**config.mk**
```make
export PLATFORM = sky130hd
export DESIGN_NAME = base64_stream_decoder_core_flat
export DESIGN_NICKNAME = d
export VERILOG_FILES = /design/src/rtl/b64d_pkg.sv /design/src/rtl/b64d_if.sv /design/src/rtl/b64d_serializer.sv /design/src/rtl/base64_stream_decoder_core.sv /design/src/flat_wrapper.sv
export SDC_FILE = /design/constraint.sdc
export NUM_CORES = 1
export LEC_CHECK = 0
export BUFFER_PORTS_ARGS = -buffer_cell sky130_fd_sc_hd__buf_2
export CORE_ASPECT_RATIO = 0.7
export CORE_MARGIN = 5
export CORE_UTILIZATION = 45
export CTS_CLUSTER_DIAMETER = 60
export CTS_CLUSTER_SIZE = 24
export DETAILED_ROUTE_END_ITERATION = 6
export PLACE_DENSITY = 0.6
export SYNTH_ARGS = -nofsm -noshare
export SYNTH_HDL_FRONTEND = slang
export SYNTH_SLANG_ARGS = --single-unit
```
**constraint.sdc**
```tcl
create_clock -name i_clk -period 8.6 [get_ports i_clk]
set_input_delay 1.29 -clock i_clk [delete_from_list [all_inputs] [get_ports i_clk]]
set_output_delay 1.29 -clock i_clk [all_outputs]
set_load 0.005 [all_outputs]
```
**src/rtl/b64d_pkg.sv**
```systemverilog
// package with types, constants and decode functions of the base64 decoder
`timescale 1ns / 1ps

package b64d_pkg;

    localparam logic [7:0] CharPad   = 8'h3D;
    localparam logic [7:0] CharPlus  = 8'h2B;
    localparam logic [7:0] CharSlash = 8'h2F;
    localparam logic [7:0] CharUpA   = 8'h41;
    localparam logic [7:0] CharUpZ   = 8'h5A;
    localparam logic [7:0] CharLoA   = 8'h61;
    localparam logic [7:0] CharLoZ   = 8'h7A;
    localparam logic [7:0] CharDig0  = 8'h30;
    localparam logic [7:0] CharDig9  = 8'h39;

    localparam logic [5:0] SextetPlus  = 6'd62;
    localparam logic [5:0] SextetSlash = 6'd63;
    localparam logic [5:0] SextetLoA   = 6'd26;
    localparam logic [5:0] SextetDig0  = 6'd52;
    // non-alphabet characters carry all ones in the low bits, as the 0xff code does
    localparam logic [5:0] SextetBad   = 6'h3F;

    localparam int unsigned BytesPerQuad = 3;
    localparam int unsigned MaxResults   = 2 * BytesPerQuad;
    localparam int unsigned CountW       = $clog2(MaxResults + 1);

    typedef struct packed {
        logic       bad;
        logic [5:0] val;
    } t_sextet;

    // one request worth of results, drained one per cycle unless the output stalls
    typedef struct packed {
        logic              rel;      // first three results come from word_a
        logic [CountW-1:0] total;    // number of results, at least one
        logic [23:0]       word_a;   // released quad
        logic [23:0]       word_b;   // held quad flushed at message end
        logic              eom;      // last result ends the message
        logic              bare;     // single end marker without data
        logic              bad;      // end marker flags an invalid message
    } t_bundle;

    function automatic t_sextet decode_char(input logic [7:0] c);
        t_sextet s;
        s.bad = 1'b0;
        s.val = 6'd0;
        if (c >= CharUpA && c <= CharUpZ) begin
            s.val = 6'(c - CharUpA);
        end else if (c >= CharLoA && c <= CharLoZ) begin
            s.val = 6'(c - CharLoA) + SextetLoA;
        end else if (c >= CharDig0 && c <= CharDig9) begin
            s.val = 6'(c - CharDig0) + SextetDig0;
        end else if (c == CharPlus) begin
            s.val = SextetPlus;
        end else if (c == CharSlash) begin
            s.val = SextetSlash;
        end else if (c == CharPad) begin
            s.val = 6'd0;
        end else begin
            s.bad = 1'b1;
            s.val = SextetBad;
        end
        return s;
    endfunction

    // byte k of a quad word, first byte highest
    function automatic logic [7:0] quad_byte(input logic [23:0] w, input logic [1:0] k);
        logic [7:0] b;
        unique case (k)
            2'd0:    b = w[23:16];
            2'd1:    b = w[15:8];
            2'd2:    b = w[7:0];
            default: b = 8'd0;
        endcase
        return b;
    endfunction

endpackage

```
**src/rtl/b64d_if.sv**
```systemverilog
// valid/ready channel interfaces for the character and byte streams
`timescale 1ns / 1ps

interface b64d_in_if;
    logic       valid;
    logic       ready;
    logic [7:0] in_char;
    logic       in_last;

    modport source (output valid, output in_char, output in_last, input ready);
    modport sink   (input valid, input in_char, input in_last, output ready);
endinterface

interface b64d_out_if;
    logic       valid;
    logic       ready;
    logic [7:0] out_byte;
    logic       byte_valid;
    logic       bad_input;
    logic       end_of_message;

    modport source (output valid, output out_byte, output byte_valid,
                    output bad_input, output end_of_message, input ready);
    modport sink   (input valid, input out_byte, input byte_valid,
                    input bad_input, input end_of_message, output ready);
endinterface

```
**src/rtl/b64d_serializer.sv**
```systemverilog
// result serializer: holds one bundle and emits its results through an output register
`timescale 1ns / 1ps

module b64d_serializer (
    input  logic               i_clk,
    input  logic               i_rst_n,
    input  logic               i_load,
    input  b64d_pkg::t_bundle  i_bundle,
    output logic               o_free,
    b64d_out_if.source         o_out
);

    logic                            r_bv;
    logic [b64d_pkg::CountW-1:0]     r_idx;
    b64d_pkg::t_bundle               r_b;
    logic                            r_ov;
    logic [7:0]                      r_byte;
    logic                            r_byte_valid;
    logic                            r_bad;
    logic                            r_eom;

    logic                            out_free;
    logic                            take;
    logic                            last_elem;
    logic [b64d_pkg::CountW-1:0]     sub_idx;
    logic [7:0]                      e_byte;
    logic                            e_byte_valid;
    logic                            e_bad;
    logic                            e_eom;

    assign out_free  = !r_ov || o_out.ready;
    assign take      = r_bv && out_free;
    assign last_elem = (r_idx == r_b.total - 1'b1);
    assign o_free    = !r_bv || (take && last_elem);

    // element selection for the current index
    always_comb begin
        sub_idx      = r_idx - b64d_pkg::CountW'(b64d_pkg::BytesPerQuad);
        e_byte       = 8'd0;
        e_byte_valid = 1'b0;
        e_bad        = 1'b0;
        e_eom        = 1'b1;
        if (r_b.bare) begin
            e_bad = r_b.bad;
        end else begin
            e_byte_valid = 1'b1;
            e_eom        = r_b.eom && last_elem;
            if (r_b.rel && r_idx < b64d_pkg::CountW'(b64d_pkg::BytesPerQuad)) begin
                e_byte = b64d_pkg::quad_byte(r_b.word_a, r_idx[1:0]);
            end else if (r_b.rel) begin
                e_byte = b64d_pkg::quad_byte(r_b.word_b, sub_idx[1:0]);
            end else begin
                e_byte = b64d_pkg::quad_byte(r_b.word_b, r_idx[1:0]);
            end
        end
    end

    always_ff @(posedge i_clk) begin
        if (!i_rst_n) begin
            r_bv  <= 1'b0;
            r_idx <= '0;
            r_ov  <= 1'b0;
        end else begin
            if (take) begin
                r_ov <= 1'b1;
            end else if (o_out.ready) begin
                r_ov <= 1'b0;
            end
            if (i_load) begin
                r_bv  <= 1'b1;
                r_idx <= '0;
            end else if (take && last_elem) begin
                r_bv <= 1'b0;
            end else if (take) begin
                r_idx <= r_idx + 1'b1;
            end
        end
    end

    // payload registers
    always_ff @(posedge i_clk) begin
        if (i_load) begin
            r_b <= i_bundle;
        end
        if (take) begin
            r_byte       <= e_byte;
            r_byte_valid <= e_byte_valid;
            r_bad        <= e_bad;
            r_eom        <= e_eom;
        end
    end

    assign o_out.valid          = r_ov;
    assign o_out.out_byte       = r_byte;
    assign o_out.byte_valid     = r_byte_valid;
    assign o_out.bad_input      = r_bad;
    assign o_out.end_of_message = r_eom;

endmodule

```
**src/rtl/base64_stream_decoder_core.sv**
```systemverilog
// top level of the streaming base64 decoder
`timescale 1ns / 1ps

// streaming base64 decoder, standard alphabet, '=' decodes as zero
// i_in: one character per request with in_last marking the end of a message
// o_out: one decoded byte per request; the last request of a message carries
//   end_of_message, and a message with no bytes or with a bad quad ends with a
//   bare marker (byte_valid low, bad_input set when an invalid quad was seen)
// each complete quad is held back until the next quad or the message end, so a
//   character produces 0 to 6 results
// the first result of a character is loaded into the result buffer when the
//   character is taken, and moves from there to the output register
// one character per cycle while the result buffer is empty; a character with
//   results holds the buffer and moves them out one result per cycle unless
//   the output stalls, and i_in.ready stays low until its last result moves
//   to the output register
// the result buffer and the output register let the next character in while
//   the last result of the previous one still waits for the receiver
// a stalled receiver holds the output register, then the buffer, then i_in.ready
// reset clears the quad state and drops any buffered results
module base64_stream_decoder_core (
    input  logic        i_clk,
    input  logic        i_rst_n,
    b64d_in_if.sink     i_in,
    b64d_out_if.source  o_out
);

    // quad assembly state
    logic [1:0]  r_cnt;
    logic [17:0] r_partial;
    logic        r_pinv;
    logic [23:0] r_held;
    logic        r_hv;
    logic        r_err;
    logic        r_prev_pad;

    logic [1:0]  n_cnt;
    logic [17:0] n_partial;
    logic        n_pinv;
    logic [23:0] n_held;
    logic        n_hv;
    logic        n_err;
    logic        n_prev_pad;

    b64d_pkg::t_sextet s;
    b64d_pkg::t_bundle bnd;
    logic              is_pad;
    logic              rel;
    logic              quad_bad;
    logic [1:0]        fin;
    logic              accept;
    logic              ser_free;

    assign accept     = i_in.valid && ser_free;
    assign i_in.ready = ser_free;

    always_comb begin
        s        = b64d_pkg::decode_char(i_in.in_char);
        is_pad   = (i_in.in_char == b64d_pkg::CharPad);
        quad_bad = r_pinv || s.bad;
        rel      = 1'b0;
        fin      = 2'd0;

        n_cnt      = r_cnt;
        n_partial  = r_partial;
        n_pinv     = r_pinv;
        n_held     = r_held;
        n_hv       = r_hv;
        n_err      = r_err;
        n_prev_pad = is_pad;

        if (r_cnt == 2'd3) begin
            // fourth character closes the quad
            n_cnt     = 2'd0;
            n_partial = 18'd0;
            n_pinv    = 1'b0;
            if (quad_bad) begin
                n_err = 1'b1;
                n_hv  = 1'b0;
            end else if (!r_err) begin
                rel    = r_hv;
                n_held = {r_partial, s.val};
                n_hv   = 1'b1;
            end
        end else begin
            n_partial = {r_partial[11:0], s.val};
            n_pinv    = r_pinv || s.bad;
            n_cnt     = r_cnt + 2'd1;
        end

        bnd.rel    = rel;
        bnd.word_a = r_held;
        bnd.word_b = n_held;
        bnd.eom    = i_in.in_last;
        bnd.bare   = 1'b0;
        bnd.bad    = 1'b0;
        bnd.total  = rel ? b64d_pkg::CountW'(b64d_pkg::BytesPerQuad) : '0;

        if (i_in.in_last) begin
            if (n_err) begin
                bnd.bare  = 1'b1;
                bnd.bad   = 1'b1;
                bnd.total = b64d_pkg::CountW'(1);
            end else begin
                // each pad among the last two characters drops one byte
                if (n_hv) begin
                    fin = 2'd3 - {1'b0, r_prev_pad} - {1'b0, is_pad};
                end
                bnd.total = bnd.total + b64d_pkg::CountW'(fin);
                if (bnd.total == '0) begin
                    bnd.bare  = 1'b1;
                    bnd.total = b64d_pkg::CountW'(1);
                end
            end
            // message end returns the state to its reset value
            n_cnt      = 2'd0;
            n_partial  = 18'd0;
            n_pinv     = 1'b0;
            n_held     = 24'd0;
            n_hv       = 1'b0;
            n_err      = 1'b0;
            n_prev_pad = 1'b0;
        end
    end

    always_ff @(posedge i_clk) begin
        if (!i_rst_n) begin
            r_cnt      <= 2'd0;
            r_partial  <= 18'd0;
            r_pinv     <= 1'b0;
            r_held     <= 24'd0;
            r_hv       <= 1'b0;
            r_err      <= 1'b0;
            r_prev_pad <= 1'b0;
        end else if (accept) begin
            r_cnt      <= n_cnt;
            r_partial  <= n_partial;
            r_pinv     <= n_pinv;
            r_held     <= n_held;
            r_hv       <= n_hv;
            r_err      <= n_err;
            r_prev_pad <= n_prev_pad;
        end
    end

    b64d_serializer u_ser (
        .i_clk    (i_clk),
        .i_rst_n  (i_rst_n),
        .i_load   (accept && (bnd.total != '0)),
        .i_bundle (bnd),
        .o_free   (ser_free),
        .o_out    (o_out)
    );

endmodule

```
**src/flat_wrapper.sv**
```systemverilog
// flat-port wrapper written by rule: the top's interface ports become plain ports
module base64_stream_decoder_core_flat 
  (i_clk, i_rst_n, i_in_valid, i_in_in_char, i_in_in_last, i_in_ready, o_out_valid, o_out_out_byte, o_out_byte_valid, o_out_bad_input, o_out_end_of_message, o_out_ready);
  b64d_in_if i_in_i ();
  b64d_out_if o_out_i ();
  input  logic i_clk;
  input  logic i_rst_n;
  input wire logic [$bits(i_in_i.valid)-1:0] i_in_valid;
  input wire logic [$bits(i_in_i.in_char)-1:0] i_in_in_char;
  input wire logic [$bits(i_in_i.in_last)-1:0] i_in_in_last;
  output wire logic [$bits(i_in_i.ready)-1:0] i_in_ready;
  output wire logic [$bits(o_out_i.valid)-1:0] o_out_valid;
  output wire logic [$bits(o_out_i.out_byte)-1:0] o_out_out_byte;
  output wire logic [$bits(o_out_i.byte_valid)-1:0] o_out_byte_valid;
  output wire logic [$bits(o_out_i.bad_input)-1:0] o_out_bad_input;
  output wire logic [$bits(o_out_i.end_of_message)-1:0] o_out_end_of_message;
  input wire logic [$bits(o_out_i.ready)-1:0] o_out_ready;
  assign i_in_i.valid = i_in_valid;
  assign i_in_i.in_char = i_in_in_char;
  assign i_in_i.in_last = i_in_in_last;
  assign i_in_ready = i_in_i.ready;
  assign o_out_valid = o_out_i.valid;
  assign o_out_out_byte = o_out_i.out_byte;
  assign o_out_byte_valid = o_out_i.byte_valid;
  assign o_out_bad_input = o_out_i.bad_input;
  assign o_out_end_of_message = o_out_i.end_of_message;
  assign o_out_i.ready = o_out_ready;
  base64_stream_decoder_core u_core (.i_clk(i_clk), .i_rst_n(i_rst_n), .i_in(i_in_i), .o_out(o_out_i));
endmodule
```
==> Word level (Yosys, flattened, before mapping) <==
Cells that the tools add are included.
{ "word_totals": {"ram_bits": 0, "memories": 0, "register_bits": 119, "rom_bits": 0, "out_inout_bits": 13, "word_cells": 126, "inputBits": 13, "latchBits": 0} }
{ "classes": {"multipliers": 0, "n_mux": 53, "div_mod_pow": 0, "reduce_logical": 22, "add_sub_neg": 12, "n_lt_le_gt_ge": 7, "n_eq_ne": 9, "shift": 0, "bitwise_logic": 2} }
{ "op_table": {"columns": ["op", "n"], "rows": [
  ["2-to-1 mux 24 bit", 4],
  ["one-hot mux 8 bit (3 select lines)", 3],
  ["2-to-1 mux 18 bit", 2],
  ["2-to-1 mux 6 bit", 6],
  ["2-to-1 mux 1 bit", 27],
  ["== test 8 x 6 -> 1 bit, second input constant", 3],
  ["greater-or-equal comparator 8 x 7 -> 1 bit, second input constant", 2],
  ["less-or-equal comparator 8 x 7 -> 1 bit, second input constant", 2],
  ["2-to-1 mux 8 bit", 2],
  ["2-to-1 mux 2 bit", 6],
  ["subtractor 6 bit, second input constant", 2],
  ["logical AND 1 bit", 9],
  ["2-to-1 mux 3 bit", 3],
  ["greater-or-equal comparator 8 x 6 -> 1 bit, second input constant", 1],
  ["less-or-equal comparator 8 x 6 -> 1 bit, second input constant", 1],
  ["adder 6 x 5 -> 6 bit, second input constant", 1],
  ["adder 6 bit, second input constant", 1],
  ["== test 2 bit, second input constant", 3],
  ["subtractor 6 x 1 -> 6 bit, second input constant", 1],
  ["== test 2 x 1 -> 1 bit, second input constant", 2],
  ["logical NOT 2 bit", 2],
  ["nonzero test 2 bit", 2],
  ["adder 3 x 1 -> 3 bit, second input constant", 1],
  ["adder 3 x 2 -> 3 bit", 1],
  ["14 further kinds", 18]
]} }

==> Depth between registers and ports, before layout <==
Gate-level depths: netlist of run 1.
{ "logic_depth": {"depth_word": 21, "ltp_mapped": 17} }

==> Cells and area by module <==
From an unflattened synthesis of run 1, not the netlist that was laid out.
{ "hier_totals": {"hier_cells": 473, "hier_area_um2": 5651.7} }
{ "by_module_without_submodules": {"columns": ["mod", "n_inst", "cells_per_inst", "area_each_um2"], "rows": [
  ["b64d_serializer", 1, 172, 2865.2],
  ["base64_stream_decoder_core", 1, 301, 2786.4]
]} }

==> Worst setup path before layout of run 1 <==
OpenSTA, ideal clock, no wires.
{ "synth_path": {"kind": "input port to flip-flop", "start": "input port i_in_in_char[3]", "end": "register u_core.u_ser.r_b[0] (netlist bit) (enable)", "setup_ps": 468, "cell_stages": 9, "t_arrival_ps": 4998, "path_buffers": 1, "setup_slack_ps": 3134, "path_cell_list": "clkbuf_1 -> inv_1 -> ha_1 -> inv_1 -> a211o_1 -> o211ai_1 -> a21oi_2 -> a21oi_1 -> nor2_1"} }
{ "synth_between": {"elab_chain_len": 20, "elab_cells_between_ends": 37} }
{ "synth_lines": {"columns": ["item", "line_no", "rtl"], "rows": [
  ["from (decl)", "flat_wrapper.sv:9", "input wire logic [$bits(i_in_i.in_char)-1:0] i_in_in_char;"],
  ["== test 8 x 6 -> 1 bit", "b64d_pkg.sv:57, base64_stream_decoder_core.sv:59", null],
  ["2-to-1 mux 1 bit", "b64d_pkg.sv:57", "end else if (c == CharPad) begin"],
  ["2-to-1 mux 1 bit", "b64d_pkg.sv:55", "end else if (c == CharSlash) begin"],
  ["2-to-1 mux 1 bit", "b64d_pkg.sv:53", "end else if (c == CharPlus) begin"],
  ["2-to-1 mux 1 bit", "b64d_pkg.sv:51", "end else if (c >= CharDig0 && c <= CharDig9) begin"],
  ["2-to-1 mux 1 bit", "b64d_pkg.sv:49", "end else if (c >= CharLoA && c <= CharLoZ) begin"],
  ["2-to-1 mux 1 bit", "b64d_pkg.sv:47", "if (c >= CharUpA && c <= CharUpZ) begin"],
  ["logical OR 1 bit", "base64_stream_decoder_core.sv:60", "quad_bad = r_pinv || s.bad;"],
  ["[... 5 more ...]", null, null],
  ["adder 3 x 2 -> 3 bit", "base64_stream_decoder_core.sv:109", "bnd.total = bnd.total + b64d_pkg::CountW'(fin);"],
  ["logical NOT 3 bit", "base64_stream_decoder_core.sv:110", "if (bnd.total == '0) begin"],
  ["2-to-1 mux 3 bit", "base64_stream_decoder_core.sv:110", null],
  ["2-to-1 mux 3 bit", "base64_stream_decoder_core.sv:100", "if (n_err) begin"],
  ["2-to-1 mux 3 bit *", "base64_stream_decoder_core.sv:99", "if (i_in.in_last) begin"],
  ["nonzero test 3 bit *", "base64_stream_decoder_core.sv:149", ".i_load (accept && (bnd.total != '0)),"],
  ["logical AND 1 bit *", "base64_stream_decoder_core.sv:149", null],
  ["net u_core.u_ser.i_load", "b64d_serializer.sv:7", "input logic i_load,"],
  ["to (signal assigned)", "b64d_serializer.sv:83", "r_b <= i_bundle;"],
  ["to (decl)", "b64d_serializer.sv:15", "b64d_pkg::t_bundle r_b;"]
]} }
Mark *: on every way through the listed nets, which the timed path passes. The rest lies on a longest branch. The select of a mux whose other input is x is not followed.
A chain may end at the register's enable or synchronous reset.

==> flow_metrics.env, run 1 <==
export IMPL_status="finished with violations"
export IMPL_violations="DRC"
export IMPL_placed_area_mm2=0.00574
export IMPL_htreeDepth=4
export IMPL_crit_chain="buf_2, inv_1, ha_1, a21o_1, nand2_1, o211ai_1, and2_1, o21a_1, nor3_1, ha_1, inv_1, fa_1, nand2_1, nand3_1, o31a_1"
export IMPL_cts_tree="yes"
export IMPL_final_core_util_pct=53.2
export IMPL_synth_top_area_share_pct=35.8
export IMPL_clock_sinks=119
export IMPL_n_antenna_cell=0
export IMPL_clkTransAtPathRegs_ns=0.06
export IMPL_ys_ff_latch=119
export IMPL_synth_seq_area_share_pct=54.9
export IMPL_timing_rr_start="u_core.u_ser.r_b[51]"
export IMPL_period_minus_slack_ns=4.14
export IMPL_setup_ws_ns=4.46
export IMPL_finalSetupViolations=0
export IMPL_core_mm2=0.0119
export IMPL_drt_wl_total_um=13200
export IMPL_fin_skew_ns=0.0105
export IMPL_finalHoldViolCount=0
export IMPL_die_h_um=103
export IMPL_final_nets=561
export IMPL_cp_slowest_stage_delay_ns=0.46
export IMPL_critPathTopFamily="compound AO/OA/AOI/OAI gates"
export IMPL_r2r_end="u_core.u_ser.r_b[20]"
export IMPL_reg2reg_slack_ns=5.00
export IMPL_rsz0062_at_grt="false"
export IMPL_routedWlPerCell_um=18.9
export IMPL_vias_per_cell=5.96
export IMPL_clock_latency_ns=0.42
export IMPL_numPlacedInstances=666
export IMPL_setup_tns_ns=0
export IMPL_dp_hpwl_um=8650
export IMPL_place_ws_ns=4.04
export IMPL_crit_buf_inv=3
export IMPL_hold_slack_ns=0.453
export IMPL_yosys_warnings=0
export IMPL_worst_r2r_path_depth=7
export IMPL_root_buffer="clkbuf_16"
export IMPL_die_x_um=143
export IMPL_grtUsageTotal_pct=19.1
export IMPL_critical_path_required_ns=8.76
export IMPL_gr_total_overflow=0
export IMPL_power_density_mw_per_mm2=225
export IMPL_leakage_nw=2.34
export IMPL_grt_pass1_vias=3890
export IMPL_syn_area_per_cell_um2=10.8
export IMPL_initial_utilization_pct=46.6
export IMPL_routabilityCongestion=0.907
export IMPL_drive_above_1_share_pct=13.7
export IMPL_pin_count=26
export IMPL_io_buffers=25
export IMPL_synth_area_leaders="edfxtp_1 36%, dfxtp_1 19%, nand2_1 5.4%"
export IMPL_clock_path_buffers=2
export IMPL_power_mw=1.42
export IMPL_syn_instance_count=515
export IMPL_hp_class="flop to flop"
export IMPL_drc=2
export IMPL_syn_to_final_growth_pct=14.1
export IMPL_post_synth_top_count_cell="nand2_1"
export IMPL_hold_buffers=0
export IMPL_synth_area_mm2=0.00554
export IMPL_fmax_mhz=242
export IMPL_yosys_most_used_dff="edfxtp_1"
export IMPL_die_area_mm2=0.0147
export IMPL_cp_depth=15
export IMPL_drt_iter0_drc=440
export IMPL_finalNonFillerCells=698
export IMPL_first_pass_iters=7
export IMPL_antenna_found_initial=0
export IMPL_grt_pass1_wl_um=21500
export IMPL_dr_total_vias=4161
export IMPL_drt_antenna_violating_nets=0
export IMPL_critPathKind="input port to flop"
export IMPL_rows=33
export IMPL_crit_path_end="u_core.u_ser.r_b[51]"
export IMPL_multi_input_area_mm2=0.00227
export IMPL_ys_top_cells_by_count="79 x nand2_1, 66 x edfxtp_1, 53 x dfxtp_1"
export IMPL_cp_arrival_ns=4.30
export IMPL_cts_buffers=17
export IMPL_period_share_pct=48.1
export IMPL_synth_top_cell_by_area="edfxtp_1"
export IMPL_regArea_mm2=0.00304
export IMPL_async_reset_ff_share_pct=0
export IMPL_cp_end_kind="flop"
export IMPL_final_area_mm2=0.00632
export IMPL_crit_start="i_in_in_char[2]"
export IMPL_crit_fanout=9
export IMPL_worstMarginPinSlew_ns=1.01
export IMPL_post_cts_setup_buffer_count=0
export IMPL_drv_cap=0
export IMPL_synth_cell_types=63
export IMPL_grt_max_degree=35
export IMPL_synth_edf_count=66
export IMPL_ir_drop_uv=167
export IMPL_worst_path_max_delay_cell="o211ai_1"
export IMPL_synth_nets=548
export IMPL_relSlewSlack_pct=32.1
export IMPL_cts_resized=0
export IMPL_slew_viol_final=0
export IMPL_cp_start_kind="input port"
export IMPL_fill_cells=1066
## report_power, final
| part | leakage, nW | internal [mW] | switching (mW) |
|---|---|---|---|
| clock | 0.277 | 0.423 | 0.261 |
| combinational | 1.00 | 0.0367 | 0.0707 |
| sequential | 1.06 | 0.619 | 0.0109 |
## worst min-delay path by stage
stage / to / startpoint / cells past startpoint
after global placement: u_core.u_ser.r_b[45] / u_core.r_held[18] / 0
final: u_core.u_ser.r_b[47] / u_core.r_held[20] / 0
after floorplan: u_core.u_ser.r_b[30] / u_core.r_held[3] / 0
after CTS: u_core.u_ser.r_b[37] / u_core.r_held[10] / 0
after global routing: u_core.u_ser.r_b[28] / u_core.r_held[1] / 0
after detailed placement: u_core.u_ser.r_b[37] / u_core.r_held[10] / 0
## final cells by class
cell class / instances / area share, %
inverters: 20 / 1.19
clock inverters: 13 / 1.90
repair buffers: 28 / 2.34
multi-input cells: 342 / 36.0
flip-flops and latches: 119 / 48.1
clock buffers: 19 / 7.34
well taps: 157 / 3.11
## cells in the final DEF, fill, tap and decap left out, types with 8 or more instances in the layout
| cell | n |
|---|---|
| clkbuf_16 | 18 |
| a32o_1 | 19 |
| a21oi_1 | 20 |
| a222oi_1 | 24 |
| dfxtp_1 | 53 |
| o22ai_1 | 17 |
| nand2_1 | 79 |
| ha_1 | 19 |
| nor2_1 | 37 |
| edfxtp_1 | 66 |
| buf_2 | 25 |
| nor3_1 | 12 |
| o21ai_1 | 8 |
| a22oi_1 | 12 |
| inv_1 | 18 |
| nand3_1 | 11 |
## metal layers
metal	up-vias	global-route usage [%]	share of wire, %
li1	1988	-	-
met1	1988	27.8	48
met2	169	26.8	43
met3	16	6.44	7.9
met4	0	6.06	1.1
met5	-	0	0
## state kept, by name, summed over array words and instances (netlist names)
name                               flops
u_core.u_ser.r_idx                     3
u_core.r_hv                            1
u_core.r_pinv                          1
u_core.u_ser.r_b                      55
u_core.r_partial                      18
u_core.u_ser.o_out.out_byte            8
u_core.r_cnt                           2
u_core.u_ser.r_bv                      1
u_core.u_ser.o_out.byte_valid          1
u_core.r_prev_pad                      1
u_core.u_ser.o_out.bad_input           1
u_core.r_held                         24
u_core.u_ser.o_out.valid               1
u_core.r_err                           1
u_core.u_ser.o_out.end_of_message      1
## worst register-to-register path: cells and delay by family, from the launching register on
| family | cells | cell delay [ns] |
|---|---|---|
| AO/OA/AOI/OAI | 1 | 0.49 |
| XOR/XNOR | 1 | 0.41 |
| AND/OR/NAND/NOR | 2 | 1.16 |
| flip-flops | 1 | 0.37 |
| buffers and inverters | 2 | 0.57 |
| adder cells (fa/ha/maj) | 1 | 0.21 |
## kinds of logic (layout without fill, tap and decap cells)
group	after synthesis	after routing	share of synthesized area (%)
AOI/OAI and AO/OA	139	139	19.9
muxes	3	3	0.564
adders and majority gates	20	20	4.65
DFF	119	119	54.9
buffers and inverters	54	80	4.31
and+or+nand+nor	174	174	14.4
xor gates and xnor gates	6	6	1.22
Note: power is estimated with default switching activity, not from simulation.
==> run 2: changes to the inputs <==
Settings changed: ABC_AREA set to 1, PLACE_DENSITY 0.6 to 0.63.
Clock period 8.6 ns to 3.8 ns, I/O delays scaled along.
==> flow_metrics.env, run 2 <==
export IMPL_status="completed"
export IMPL_clock_sinks=119
export IMPL_period_share_pct=81.3
export IMPL_die_area_mm2=0.0162
export IMPL_syn_instance_count=750
export IMPL_hold_buffers=0
export IMPL_synth_compound_area_share_pct=7.42
export IMPL_fin_skew_ns=0.00919
export IMPL_final_area_mm2=0.00705
export IMPL_worst_path_max_delay_cell="fa_1"
export IMPL_leakage_nw=2.85
export IMPL_regArea_mm2=0.00304
export IMPL_synthMuxAreaShare_pct=0.182
export IMPL_syn_to_final_growth_pct=14.3
export IMPL_slew_viol_final=0
export IMPL_setup_tns_ns=0
export IMPL_drv_cap=0
export IMPL_power_density_mw_per_mm2=471
export IMPL_ir_drop_uv=337
export IMPL_top_register="u_core.u_ser.r_b"
export IMPL_routabilityCongestion=0.859
export IMPL_dp_hpwl_um=10100
export IMPL_mostFrequentLayoutCells="233 x nand2_1, 82 x inv_1, 67 x nand3_1, 66 x edfxtp_1, 62 x a21oi_1"
export IMPL_hp_class="input port to flop"
export IMPL_synth_simple_area_share_pct=29.0
export IMPL_placed_area_mm2=0.00645
export IMPL_cts_resized=0
export IMPL_clock_path_buffers=2
export IMPL_ys_top_cells_by_count="233 x nand2_1, 83 x inv_1, 67 x nand3_1"
export IMPL_cp_end_kind="flop"
export IMPL_synthAdderAreaFrac_pct=4.18
export IMPL_crit_chain="buf_2, inv_1, ha_1, nand2_1, nand2_1, nand3_1, nand3_2, nand3_4, nand2_2, nand2_1, o21ai_0, nor2_1, ha_1, inv_1, fa_1, nand3_1, nand2_1, o21ai_0, o21ai_0"
export IMPL_cp_common_cell="nand2_1"
export IMPL_synth_top_cell_by_area="edfxtp_1"
export IMPL_post_synth_top_count_cell="nand2_1"
export IMPL_cts_buffers=17
export IMPL_gr_total_overflow=0
export IMPL_grt_max_degree=50
export IMPL_routedWlPerCell_um=15.3
export IMPL_htreeDepth=4
export IMPL_top_regs="u_core.u_ser.r_b: 55 flops, u_core.r_held: 24 flops, u_core.r_partial: 18 flops"
export IMPL_yosys_most_used_dff="edfxtp_1"
export IMPL_grt_pass1_vias=4768
export IMPL_rsz0062_at_grt="false"
export IMPL_die_h_um=108
export IMPL_relSlewSlack_pct=34.9
export IMPL_antenna_found_initial=0
export IMPL_dr_total_vias=5012
export IMPL_first_pass_iters=5
export IMPL_largest_reg_flops=55
export IMPL_die_x_um=150
export IMPL_fill_cells=1296
export IMPL_synth_xor_area_share_pct=1.85
export IMPL_synth_top_area_share_pct=32.1
export IMPL_finalSetupViolations=0
export IMPL_crit_buf_inv=3
export IMPL_cp_start_kind="input port"
export IMPL_cts_tree="yes"
export IMPL_pin_count=26
export IMPL_drc=0
export IMPL_drt_antenna_violating_nets=0
export IMPL_synth_area_mm2=0.00617
export IMPL_async_reset_ff_share_pct=0
export IMPL_final_common_cell="nand2_1"
export IMPL_synth_cell_types=37
export IMPL_io_buffers=25
export IMPL_yosys_warnings=0
export IMPL_n_antenna_cell=0
export IMPL_critical_path_required_ns=3.95
export IMPL_rows=35
export IMPL_drive_above_1_share_pct=11.1
export IMPL_period_minus_slack_ns=3.09
export IMPL_cp_slowest_stage_delay_ns=0.45
export IMPL_fmax_mhz=324
export IMPL_clock_latency_ns=0.41
export IMPL_cp_arrival_ns=3.24
export IMPL_setup_ws_ns=0.712
export IMPL_initial_utilization_pct=46.4
export IMPL_finalHoldViolCount=0
export IMPL_synth_edf_count=66
export IMPL_crit_fanout=9
export IMPL_ys_ff_latch=119
export IMPL_synth_top_family_by_area="simple AND/OR/NAND/NOR gates"
export IMPL_core_mm2=0.0133
export IMPL_clkTransAtPathRegs_ns=0.06
export IMPL_root_buffer="clkbuf_16"
export IMPL_final_nets=804
export IMPL_grtUsageTotal_pct=19.2
export IMPL_post_cts_setup_buffer_count=0
export IMPL_multi_input_area_mm2=0.00263
export IMPL_critPathKind="input port to flop"
export IMPL_worstMarginPinSlew_ns=0.976
export IMPL_synth_area_leaders="edfxtp_1 32%, dfxtp_1 17%, nand2_1 14%"
export IMPL_drt_wl_total_um=14800
export IMPL_synth_nets=783
export IMPL_place_ws_ns=0.311
export IMPL_synth_seq_area_share_pct=49.3
export IMPL_syn_area_per_cell_um2=8.23
export IMPL_grt_pass1_wl_um=24100
export IMPL_drt_iter0_drc=231
export IMPL_critPathTopFamily="simple AND/OR/NAND/NOR gates"
export IMPL_vias_per_cell=5.17
## run 2: routing by layer
metal  vias to the layer above  track usage, %  routed length [um]
met3                        22            4.19                1000
met2                       156            29.5                6510
met4                         0            7.90                 224
met1                      2341            26.3                7110
met5                         -               0                   0
li1                       2493               -                   -
## run 2: final timing paths
kind,start,to,slack (ns),cells past startpoint
setup / recovery,i_in_in_char[2],u_core.u_ser.r_b[51],0.71,19
setup reg to reg,u_core.r_cnt[0],u_core.u_ser.r_b[51],1.10,13
hold reg to reg,u_core.r_held[6],u_core.u_ser.r_b[33],0.45,0
hold / removal,i_in_in_last,u_core.u_ser.r_b[2],0.40,1
## run 2: per-stage QoR
stage / power (mW) / utilization [%] / hold slack (ns) / cells
after floorplan: 1.64 / - / 0.430 / 750
after detailed placement: 1.72 / 48.4 / 0.440 / 937
after global routing: 3.44 / 53.0 / 0.394 / 969
final: 3.32 / 53.0 / 0.395 / 969
after global placement: 1.72 / 48.4 / 0.438 / 937
after CTS: 3.34 / 53.0 / 0.379 / 969
## run 2: area by class of cell
cell class / count / share of cell area [%]
clock buffers: 18 / 6.23
clock inverters: 14 / 2.34
inverters: 88 / 4.74
multi-input cells: 512 / 37.3
flip-flops and latches: 119 / 43.2
well taps: 185 / 3.28
repair buffers: 33 / 2.98
## run 2: kinds of logic after synthesis
logic type | count (synthesis)
XOR/XNOR | 13
AO/OA/AOI/OAI | 84
buffers and inverters | 119
multiplexers | 1
AND/OR/NAND/NOR | 394
flip-flops | 119
adder cells (fa/ha/maj) | 20
## run 2: power breakdown
part           switching (mW)  internal (mW)
Sequential             0.0201           1.40
Combinational           0.192         0.0854
Clock                   0.627           1.00
